[src/rtl/core/dnsae_pkg.sv]
package dnsae_pkg;

  localparam logic [15:0] POINTER_WORD = 16'h0cc0;

  localparam logic [3:0] PH_HEADER       = 4'd0;
  localparam logic [3:0] PH_QNAME        = 4'd1;
  localparam logic [3:0] PH_QFIX         = 4'd2;
  localparam logic [3:0] PH_ANAME_FIRST  = 4'd3;
  localparam logic [3:0] PH_ANAME_SECOND = 4'd4;
  localparam logic [3:0] PH_ANAME_REST   = 4'd5;
  localparam logic [3:0] PH_AFIX         = 4'd6;
  localparam logic [3:0] PH_RDLEN        = 4'd7;
  localparam logic [3:0] PH_DATA         = 4'd8;
  localparam logic [3:0] PH_DRAIN        = 4'd9;

  localparam logic [1:0] KIND_ADDRESS   = 2'd0;
  localparam logic [1:0] KIND_OK        = 2'd1;
  localparam logic [1:0] KIND_ID_BAD    = 2'd2;
  localparam logic [1:0] KIND_TRUNCATED = 2'd3;

  localparam int HEADER_LAST = 11;
  localparam int QFIX_BYTES  = 4;
  localparam int AFIX_BYTES  = 8;

  typedef struct packed {
    logic [1:0]  kind;
    logic [31:0] address;
    logic [15:0] data_length;
    logic        oversize;
    logic [15:0] response_flags;
    logic        last_result;
  } result_t;

endpackage

[src/rtl/core/dns_response_address_extractor_unit.sv]
// Parses a DNS response presented one byte per beat on the input channel and
// checks its transaction id against expected_id (first wire byte high). Every
// answer record gives one address beat; the byte flagged last_byte also gives
// a final status beat (ok, id mismatch or truncated), after any address beat
// from the same byte. A byte is parsed in the cycle it is accepted and its
// results go into a four-entry result queue, so one byte is taken every cycle
// while the queue has room for two results; in_stall rises only when the
// output side holds back and the queue fills. Bytes past MAX_PACKET_BYTES are
// counted out, not parsed. Write expected_id only between packets; unenforced.
module dns_response_address_extractor_unit
  import dnsae_pkg::*;
#(
  parameter int MAX_PACKET_BYTES = 512
) (
  input  logic        clk,
  input  logic        rst,
  input  logic        cfg_wr_en,
  input  logic [15:0] cfg_wr_data,
  input  logic        in_valid,
  output logic        in_stall,
  input  logic [7:0]  data_byte,
  input  logic        last_byte,
  output logic        out_valid,
  input  logic        out_stall,
  output logic [1:0]  kind,
  output logic [31:0] address,
  output logic [15:0] data_length,
  output logic        oversize,
  output logic [15:0] response_flags,
  output logic        last_result
);

  localparam int CountW = $clog2(MAX_PACKET_BYTES + 1);
  localparam int QDepth = 4;
  localparam int PtrW   = $clog2(QDepth);

  logic [15:0]       expected_id;
  logic [3:0]        phase, phase_next;
  logic [3:0]        field_byte_count, field_byte_count_next;
  logic [15:0]       received_id, received_id_next;
  logic [15:0]       flags_word, flags_word_next;
  logic [15:0]       questions_left, questions_left_next;
  logic [15:0]       answers_left, answers_left_next;
  logic [15:0]       data_left, data_left_next;
  logic [15:0]       rd_length, rd_length_next;
  logic [31:0]       address_gather, address_gather_next;
  logic [2:0]        gathered, gathered_next;
  logic              answers_done, answers_done_next;
  logic              id_bad, id_bad_next;
  logic [CountW-1:0] byte_count, byte_count_next;

  logic              in_take, out_take;
  logic              fin;
  logic [3:0]        fbc_inc;
  logic [15:0]       q_dec, a_dec, d_dec;
  logic [1:0]        status_kind;
  result_t           addr_res, stat_res, res_a;
  logic [1:0]        wr_count;

  result_t           queue [QDepth];
  logic [PtrW-1:0]   wr_ptr, rd_ptr;
  logic [PtrW:0]     q_count;

  assign in_take  = in_valid && !in_stall;
  assign out_valid = (q_count != '0);
  assign out_take = out_valid && !out_stall;
  assign in_stall = (q_count > (PtrW+1)'(QDepth - 2));

  assign fbc_inc = field_byte_count + 4'd1;
  assign q_dec   = questions_left - 16'd1;
  assign a_dec   = answers_left - 16'd1;
  assign d_dec   = data_left - 16'd1;

  // per-byte parse
  always_comb begin
    phase_next            = phase;
    field_byte_count_next = field_byte_count;
    received_id_next      = received_id;
    flags_word_next       = flags_word;
    questions_left_next   = questions_left;
    answers_left_next     = answers_left;
    data_left_next        = data_left;
    rd_length_next        = rd_length;
    address_gather_next   = address_gather;
    gathered_next         = gathered;
    answers_done_next     = answers_done;
    id_bad_next           = id_bad;
    byte_count_next       = byte_count;
    fin                   = 1'b0;

    if (byte_count < CountW'(MAX_PACKET_BYTES)) begin
      byte_count_next = byte_count + CountW'(1);
      case (phase)
        PH_HEADER: begin
          case (field_byte_count)
            4'd0: received_id_next = {data_byte, 8'h00};
            4'd1: received_id_next = {received_id[15:8], data_byte};
            4'd2: flags_word_next = {data_byte, 8'h00};
            4'd3: flags_word_next = {flags_word[15:8], data_byte};
            4'd4: questions_left_next = {data_byte, 8'h00};
            4'd5: questions_left_next = {questions_left[15:8], data_byte};
            4'd6: answers_left_next = {data_byte, 8'h00};
            4'd7: answers_left_next = {answers_left[15:8], data_byte};
            default: ;
          endcase
          field_byte_count_next = fbc_inc;
          if (field_byte_count == 4'd1 &&
              {received_id[15:8], data_byte} != expected_id) begin
            id_bad_next = 1'b1;
            phase_next  = PH_DRAIN;
          end else if (field_byte_count >= 4'(HEADER_LAST)) begin
            field_byte_count_next = '0;
            if (questions_left != '0) begin
              phase_next = PH_QNAME;
            end else if (answers_left != '0) begin
              phase_next = PH_ANAME_FIRST;
            end else begin
              answers_done_next = 1'b1;
              phase_next        = PH_DRAIN;
            end
          end
        end
        PH_QNAME: begin
          if (data_byte == 8'h00) begin
            phase_next            = PH_QFIX;
            field_byte_count_next = '0;
          end
        end
        PH_QFIX: begin
          field_byte_count_next = fbc_inc;
          if (fbc_inc >= 4'(QFIX_BYTES)) begin
            field_byte_count_next = '0;
            questions_left_next   = q_dec;
            if (q_dec != '0) begin
              phase_next = PH_QNAME;
            end else if (answers_left != '0) begin
              phase_next = PH_ANAME_FIRST;
            end else begin
              answers_done_next = 1'b1;
              phase_next        = PH_DRAIN;
            end
          end
        end
        PH_ANAME_FIRST: begin
          field_byte_count_next = '0;
          if (data_byte == 8'h00) begin
            phase_next = PH_AFIX;
          end else if (data_byte == POINTER_WORD[7:0]) begin
            phase_next = PH_ANAME_SECOND;
          end else begin
            phase_next = PH_ANAME_REST;
          end
        end
        PH_ANAME_SECOND: begin
          field_byte_count_next = '0;
          if (data_byte == POINTER_WORD[15:8] || data_byte == 8'h00) begin
            phase_next = PH_AFIX;
          end else begin
            phase_next = PH_ANAME_REST;
          end
        end
        PH_ANAME_REST: begin
          if (data_byte == 8'h00) begin
            phase_next            = PH_AFIX;
            field_byte_count_next = '0;
          end
        end
        PH_AFIX: begin
          field_byte_count_next = fbc_inc;
          if (fbc_inc >= 4'(AFIX_BYTES)) begin
            field_byte_count_next = '0;
            phase_next            = PH_RDLEN;
          end
        end
        PH_RDLEN: begin
          if (field_byte_count == '0) begin
            rd_length_next        = {data_byte, 8'h00};
            field_byte_count_next = 4'd1;
          end else begin
            rd_length_next        = {rd_length[15:8], data_byte};
            field_byte_count_next = '0;
            data_left_next        = {rd_length[15:8], data_byte};
            address_gather_next   = '0;
            gathered_next         = '0;
            if ({rd_length[15:8], data_byte} == 16'd0) begin
              fin = 1'b1;
            end else begin
              phase_next = PH_DATA;
            end
          end
        end
        PH_DATA: begin
          if (gathered < 3'd4) begin
            case (gathered[1:0])
              2'd0: address_gather_next[31:24] = data_byte;
              2'd1: address_gather_next[23:16] = data_byte;
              2'd2: address_gather_next[15:8]  = data_byte;
              default: address_gather_next[7:0] = data_byte;
            endcase
            gathered_next = gathered + 3'd1;
          end
          data_left_next = d_dec;
          if (d_dec == '0) begin
            fin = 1'b1;
          end
        end
        default: ;
      endcase

      if (fin) begin
        answers_left_next = a_dec;
        if (a_dec != '0) begin
          phase_next = PH_ANAME_FIRST;
        end else begin
          answers_done_next = 1'b1;
          phase_next        = PH_DRAIN;
        end
      end
    end
  end

  always_comb begin
    if (id_bad_next) begin
      status_kind = KIND_ID_BAD;
    end else if (answers_done_next) begin
      status_kind = KIND_OK;
    end else begin
      status_kind = KIND_TRUNCATED;
    end

    addr_res.kind           = KIND_ADDRESS;
    addr_res.address        = address_gather_next;
    addr_res.data_length    = rd_length_next;
    addr_res.oversize       = (rd_length_next > 16'd4);
    addr_res.response_flags = flags_word_next;
    addr_res.last_result    = !last_byte;

    stat_res.kind           = status_kind;
    stat_res.address        = '0;
    stat_res.data_length    = '0;
    stat_res.oversize       = 1'b0;
    stat_res.response_flags = flags_word_next;
    stat_res.last_result    = 1'b1;

    res_a    = fin ? addr_res : stat_res;
    wr_count = {1'b0, fin} + {1'b0, last_byte};
  end

  always_ff @(posedge clk) begin
    if (rst) begin
      expected_id <= '0;
    end else if (cfg_wr_en) begin
      expected_id <= cfg_wr_data;
    end
  end

  always_ff @(posedge clk) begin
    if (rst || (in_take && last_byte)) begin
      phase            <= PH_HEADER;
      field_byte_count <= '0;
      received_id      <= '0;
      flags_word       <= '0;
      questions_left   <= '0;
      answers_left     <= '0;
      data_left        <= '0;
      rd_length        <= '0;
      address_gather   <= '0;
      gathered         <= '0;
      answers_done     <= 1'b0;
      id_bad           <= 1'b0;
      byte_count       <= '0;
    end else if (in_take) begin
      phase            <= phase_next;
      field_byte_count <= field_byte_count_next;
      received_id      <= received_id_next;
      flags_word       <= flags_word_next;
      questions_left   <= questions_left_next;
      answers_left     <= answers_left_next;
      data_left        <= data_left_next;
      rd_length        <= rd_length_next;
      address_gather   <= address_gather_next;
      gathered         <= gathered_next;
      answers_done     <= answers_done_next;
      id_bad           <= id_bad_next;
      byte_count       <= byte_count_next;
    end
  end

  // result queue
  always_ff @(posedge clk) begin
    if (in_take && wr_count != 2'd0) begin
      queue[wr_ptr] <= res_a;
      if (wr_count == 2'd2) begin
        queue[wr_ptr + PtrW'(1)] <= stat_res;
      end
    end
  end

  always_ff @(posedge clk) begin
    if (rst) begin
      wr_ptr  <= '0;
      rd_ptr  <= '0;
      q_count <= '0;
    end else begin
      if (in_take) begin
        wr_ptr <= wr_ptr + PtrW'(wr_count);
      end
      if (out_take) begin
        rd_ptr <= rd_ptr + PtrW'(1);
      end
      q_count <= q_count + (in_take ? (PtrW+1)'(wr_count) : '0)
                         - (out_take ? (PtrW+1)'(1) : '0);
    end
  end

  assign kind           = queue[rd_ptr].kind;
  assign address        = queue[rd_ptr].address;
  assign data_length    = queue[rd_ptr].data_length;
  assign oversize       = queue[rd_ptr].oversize;
  assign response_flags = queue[rd_ptr].response_flags;
  assign last_result    = queue[rd_ptr].last_result;

endmodule
[config.mk]
export PLATFORM = sky130hd
export DESIGN_NAME = dns_response_address_extractor_unit
export DESIGN_NICKNAME = d
export VERILOG_FILES = /design/src/rtl/core/dnsae_pkg.sv /design/src/rtl/core/dns_response_address_extractor_unit.sv
export SDC_FILE = /design/constraint.sdc
export NUM_CORES = 1
export LEC_CHECK = 0
export BUFFER_PORTS_ARGS = -buffer_cell sky130_fd_sc_hd__buf_2
export CAP_MARGIN = 20
export CORE_AREA = 3 3 243 245
export DETAILED_ROUTE_END_ITERATION = 10
export DIE_AREA = 0 0 246 248
export PLACE_DENSITY = 0.47
export SYNTH_ARGS = -nofsm -noshare
export SYNTH_HDL_FRONTEND = slang
export SYNTH_SLANG_ARGS = --single-unit
[constraint.sdc]
create_clock -name clk -period 7.9 [get_ports clk]
set_input_delay 2.37 -clock clk [delete_from_list [all_inputs] [get_ports clk]]
set_output_delay 2.37 -clock clk [all_outputs]
set_load 0.005 [all_outputs]
==> out/metrics.yaml, run 1 <==
clocking:
  cts_buffers: 51
  cts_tree: "built"
  clk_pin_slew_worst_paths_ns: 0.06
  clockBufferDepth: 3
  cts_resized: 0
  h-tree-depth: 2
  insertion_delay_ns: 0.61
  cts_hold_buf: 0
  root_buffer: "clkbuf_16"
  clock-sinks: 440
  post_cts_buffers: 0
drt:
  vias_per_cell: 5.54
  via_count: 16068
  met3RoutedLength_mm: 2.69
  drt_iter0_drc: 1130
  drc: 0
  routed.top_layer: "met4"
  dr.pass1.iters: 6
  post_drt_wl_per_cell_um: 20.7
  routed_wirelength_mm: 60.0
  wl_met2_mm: 27.5
  drtAntennaViolNets: 0
  wl_met1_mm: 28.4
sta:
  slew_viol_final: 0
  finalCriticalPeriod_ns: 5.80
  final-setup-viol-count: 0
  tns_ns: 0
  max-slew-margin-rel_pct: 30.0
  hold_viol: 0
  max_freq_mhz: 172
  layout_setup_ws_ns: 2.10
  fin_crit_sh_pct: 73.4
  worst_slew_pin_slew_ns: 1.05
  rsz0062_at_grt: "false"
  clock-skew-final_ns: 0.0462
synthesis:
  synth.distinct_cells: 75
  synthCells: 2072
  synth.yosys.seq_area_share_pct: 47.7
  yosys_warnings: 0
  synthFlopType: "dfxtp_1"
  synth_edf_count: 72
  syn_area_per_cell_um2: 9.63
  ys_ff_latch: 440
  syn-num-nets: 2126
  syn_area_um2: 20000
  ys_async_sr_fraction_pct: 0
finish:
  finalNonFillerCells: 2898
  final_nets: 2150
  final_common_cell: "dfxtp_1"
  final_layout_size_suffix_gt1_share_pct: 14.0
  final_util_pct: 39.6
  fillers: 5650
  syn_to_final_growth_pct: 13.7
  diodes: 0
  final_cell_mix: "dfxtp_1 (366), nor2_1 (268), nand2_1 (221), a22o_1 (152), o21ai_0 (144)"
floorplan:
  fp.dieH_um: 248
  fp.dieArea_um2: 61000
  core_um2: 57400
  rows: 88
  die_w_um: 246
  pin_count: 100
  initial_core_util_pct: 34.8
global_routing:
  grt_pass1_wl_mm: 92.3
  grt_max_degree: 91
  grt_overflow: 0
  first_global_vias: 15342
  grt_usage_pct: 19.3
  antenna_found_initial: 0
setup_path:
  crit_type: "primary input to register"
  cpPeakStageDelay_ns: 0.64
  slowest_stage: "nor2_1"
  cp-end-kind: "register"
  crit_arrival_ns: 6.02
  r2r_cells: 14
  start_kind: "primary input"
  cp_cell_sequence: "buf_2, nor4_1, nand2_1, nor3_1, a31oi_4, nor2_8, inv_2, ha_1, nor2_1, nand2_1, nor2_1, a21oi_4, inv_1"
  crit_fanout: 18
  required_ns: 8.12
power:
  ir_drop_mv: 0.153
  power_density_nw_per_um2: 262
  p_leak_uw: 0.00815
outcome:
  status: "finished clean"
placement:
  portBuffers: 99
  place_ws_ns: 1.44
  gp_congestion: 0.809
  place_hpwl_mm: 37.4
  place_inst: 2806
job:
  cap_violations: 0
min_path:
  min_path_type: "register to register"
  whs_path_depth: 2
-- cells in the mapped netlist (all sizes together) (38+ instances only) --
library cell	number	share of area, %
nor2	274	5.4
mux4	68	7.7
clkbuf	130	2.5
a22o	152	6.7
o21ai	149	3.7
a211oi	38	1.4
nor3	47	1.2
a21oi	91	2.3
dfxtp	368	37
a22oi	61	2.3
nand2	221	4.2
edfxtp	72	11
-- kinds of logic after synthesis --
group / count (synthesis) / synth area share, %
xor+xnor: 43 / 1.89
mux: 95 / 9.03
simple gates: 713 / 16.2
fa+ha+maj: 24 / 1.54
buf+inv: 189 / 3.86
compound gates: 568 / 19.7
flops: 440 / 47.7
-- routing by layer --
metal  GRT usage [%]  vias up
met5               0        -
met4            5.51        0
met3            2.42       86
met2            30.8      377
met1            27.3     7940
li1                -     7665
-- final cells by class --
type	instances	area (um^2)	area share, %
inverter	30	113	0.496
sequential	440	9540	42.0
clock inverter	10	155	0.684
timing repair buffer	130	729	3.22
tap	765	957	4.22
clock buffer	80	1470	6.49
multi-input combinational	1443	9720	42.9
-- metrics by stage --
step	hold WS, ns	power [uW]	cell area [um^2]
2_1_floorplan	0.420	3320	20000
3_3_place_gp	0.428	3680	21000
3_5_place_dp	0.439	3680	21000
4_1_cts	0.453	6010	22700
5_1_grt	0.478	6230	22700
6_report	0.452	5950	22700
-- worst max-delay path, delay by kind of cell --
family | cells | cell delay (ns)
simple gates | 7 | 2.13
compound gates | 2 | 0.20
fa+ha+maj | 1 | 0.25
buf+inv | 3 | 1.05
-- sequential cells by signal, summed over array words and instances, names as in the netlist, 3 cells and up, named ones only --
signal and cells:
address_gather 32, answers_left 16, byte_count 10, data_left 16
expected_id 16, field_byte_count 4, flags_word 16, gathered 3
phase 4, q_count 3, questions_left 16, queue 272
rd_length 16, received_id 8
-- where the power goes --
group,total [uW],switching (uW),internal (uW)
clock network,2310,963,1350
registers,2510,132,2370
logic,1130,720,410
total,5950,1820,4130
-- path summary, 6_finish.rpt --
check / from / end / slack [ns]
worst max-delay path: data_byte[5] / queue[3][5]$_DFFE_PP_ / 2.10
worst min-delay path: queue[1][29]$_SDFFE_PP0P_ / queue[1][29]$_SDFFE_PP0P_ / 0.45
worst max register to register: phase[3]$_SDFFE_PP0P_ / queue[3][5]$_DFFE_PP_ / 2.83
worst min register to register: queue[1][29]$_SDFFE_PP0P_ / queue[1][29]$_SDFFE_PP0P_ / 0.45
Note: power is estimated with default switching activity, not from simulation.
==> inputs of run 2 (changes only) <==
clock period = 5.4 ns   (was 7.9 ns; I/O delays follow)
==> out/metrics.yaml, run 2 (synthesized netlist as in run 1, its figures left out) <==
clocking:
  root_buffer: "clkbuf_16"
  cts_hold_buf: 0
  post_cts_buffers: 0
  h-tree-depth: 2
  cts_buffers: 51
  clock-sinks: 440
  cts_resized: 0
  clockBufferDepth: 3
  cts_tree: "built"
  insertion_delay_ns: 0.62
  clk_pin_slew_worst_paths_ns: 0.06
placement:
  place_hpwl_mm: 38.5
  portBuffers: 99
  gp_congestion: 0.850
  place_area_um2: 21200
  place_ws_ns: 0.202
global_routing:
  grt_max_degree: 66
  grt_usage_pct: 19.4
  antenna_found_initial: 0
  grt_pass1_wl_mm: 93.6
  grt_overflow: 0
  first_global_vias: 15725
floorplan:
  initial_core_util_pct: 34.8
  core_um2: 57400
  fp.dieArea_um2: 61000
  pin_count: 100
  die_w_um: 246
  rows: 88
  fp.dieH_um: 248
drt:
  routed_wirelength_mm: 60.0
  vias_per_cell: 5.51
  dr.pass1.iters: 5
  drc: 0
  via_count: 16100
  post_drt_wl_per_cell_um: 20.5
  drt_iter0_drc: 1040
  drtAntennaViolNets: 0
min_path:
  min_path_type: "register to register"
  whs_path_depth: 2
finish:
  final_common_cell: "dfxtp_1"
  syn_to_final_growth_pct: 14.8
  fillers: 5735
  final_layout_size_suffix_gt1_share_pct: 14.9
  top_regs: "queue x272, address_gather x32"
  final_cell_mix: "dfxtp_1 (366), nor2_1 (268), nand2_1 (221), a22o_1 (152), o21ai_0 (144)"
  top_register: "queue"
  final_nets: 2167
  diodes: 0
  largest_reg_flops: 272
  design_area_um2: 22900
sta:
  max_freq_mhz: 217
  hold_viol: 0
  max-slew-margin-rel_pct: 31.6
  layout_setup_ws_ns: 0.787
  clock-skew-final_ns: 0.0470
  slew_viol_final: 0
  rsz0062_at_grt: "false"
  fin_crit_sh_pct: 85.4
  tns_ns: 0
  worst_slew_pin_slew_ns: 1.03
  finalCriticalPeriod_ns: 4.61
  final-setup-viol-count: 0
setup_path:
  crit_type: "primary input to register"
  cp-end-kind: "register"
  cpPeakStageDelay_ns: 0.46
  r2r_cells: 16
  crit_arrival_ns: 5.12
  cp_cell_sequence: "buf_2, nor4_1, nand2_1, nor3_1, a31oi_4, nor2_8, inv_2, ha_1, nor2_1, nand2_1, nor2_1, buf_4, nor2_4, buf_4, a22o_1"
  crit_fanout: 65
  required_ns: 5.91
  slowest_stage: "nor3_1"
  start_kind: "primary input"
job:
  cap_violations: 0
power:
  power_uw: 8780
  power_density_nw_per_um2: 383
  p_leak_uw: 0.00828
  ir_drop_mv: 0.236
outcome:
  status: "finished clean"
run 2: cell count changes in the layout (fill, tap and decap cells not counted), sizes merged:
cell and change:
buf +18, clkinv +7, clkbuf -4, bufinv +1
run 2: path summary, 6_finish.rpt:
check                            start                        end  slack, ns
max                       data_byte[1]  queue[1][45]$_SDFFE_PP0P_       0.79
min          queue[0][65]$_SDFFE_PP0N_  queue[0][65]$_SDFFE_PP0N_       0.45
max reg2reg  data_left[0]$_SDFFE_PP0P_  queue[1][45]$_SDFFE_PP0P_       0.86
min reg2reg  queue[0][65]$_SDFFE_PP0N_  queue[0][65]$_SDFFE_PP0N_       0.45
run 2: stage by stage:
stage               std cells  hold WS [ns]  util (%)
floorplan                2072         0.420         -
global placement         2825         0.429      37.0
detailed placement       2825         0.439      37.0
CTS                      2920         0.453      39.9
global route             2920         0.469      39.9
finish                   2920         0.446      39.9
run 2: per-layer routing:
layer	vias to the layer above	part of all wire (%)	global-route usage [%]
li1	7689	-	-
met1	7980	48	27.3
met2	350	45	31.7
met3	81	4.7	2.64
met4	0	2.0	4.79
met5	-	0	0
run 2: report_power, final:
part / switching (uW) / internal (uW) / total, uW
Clock: 1420 / 2030 / 3440
Sequential: 231 / 3470 / 3700
Combinational: 1010 / 628 / 1630
Total: 2650 / 6130 / 8780
run 2: area by class of cell:
cell class / instances / area, um^2 / share of cell area (%)
multi-input combinational: 1443 / 9730 / 42.5
clock buffer: 77 / 1460 / 6.39
inverter: 30 / 113 / 0.491
timing repair buffer: 147 / 893 / 3.90
clock inverter: 18 / 221 / 0.966
sequential: 440 / 9540 / 41.6
tap: 765 / 957 / 4.18
run 2: worst max-delay path: cells and delay by family:
family | cells | cell delay [ns]
buffers and inverters | 4 | 0.90
AO/OA/AOI/OAI | 2 | 0.45
AND/OR/NAND/NOR | 8 | 1.81
adder cells (fa/ha/maj) | 1 | 0.27
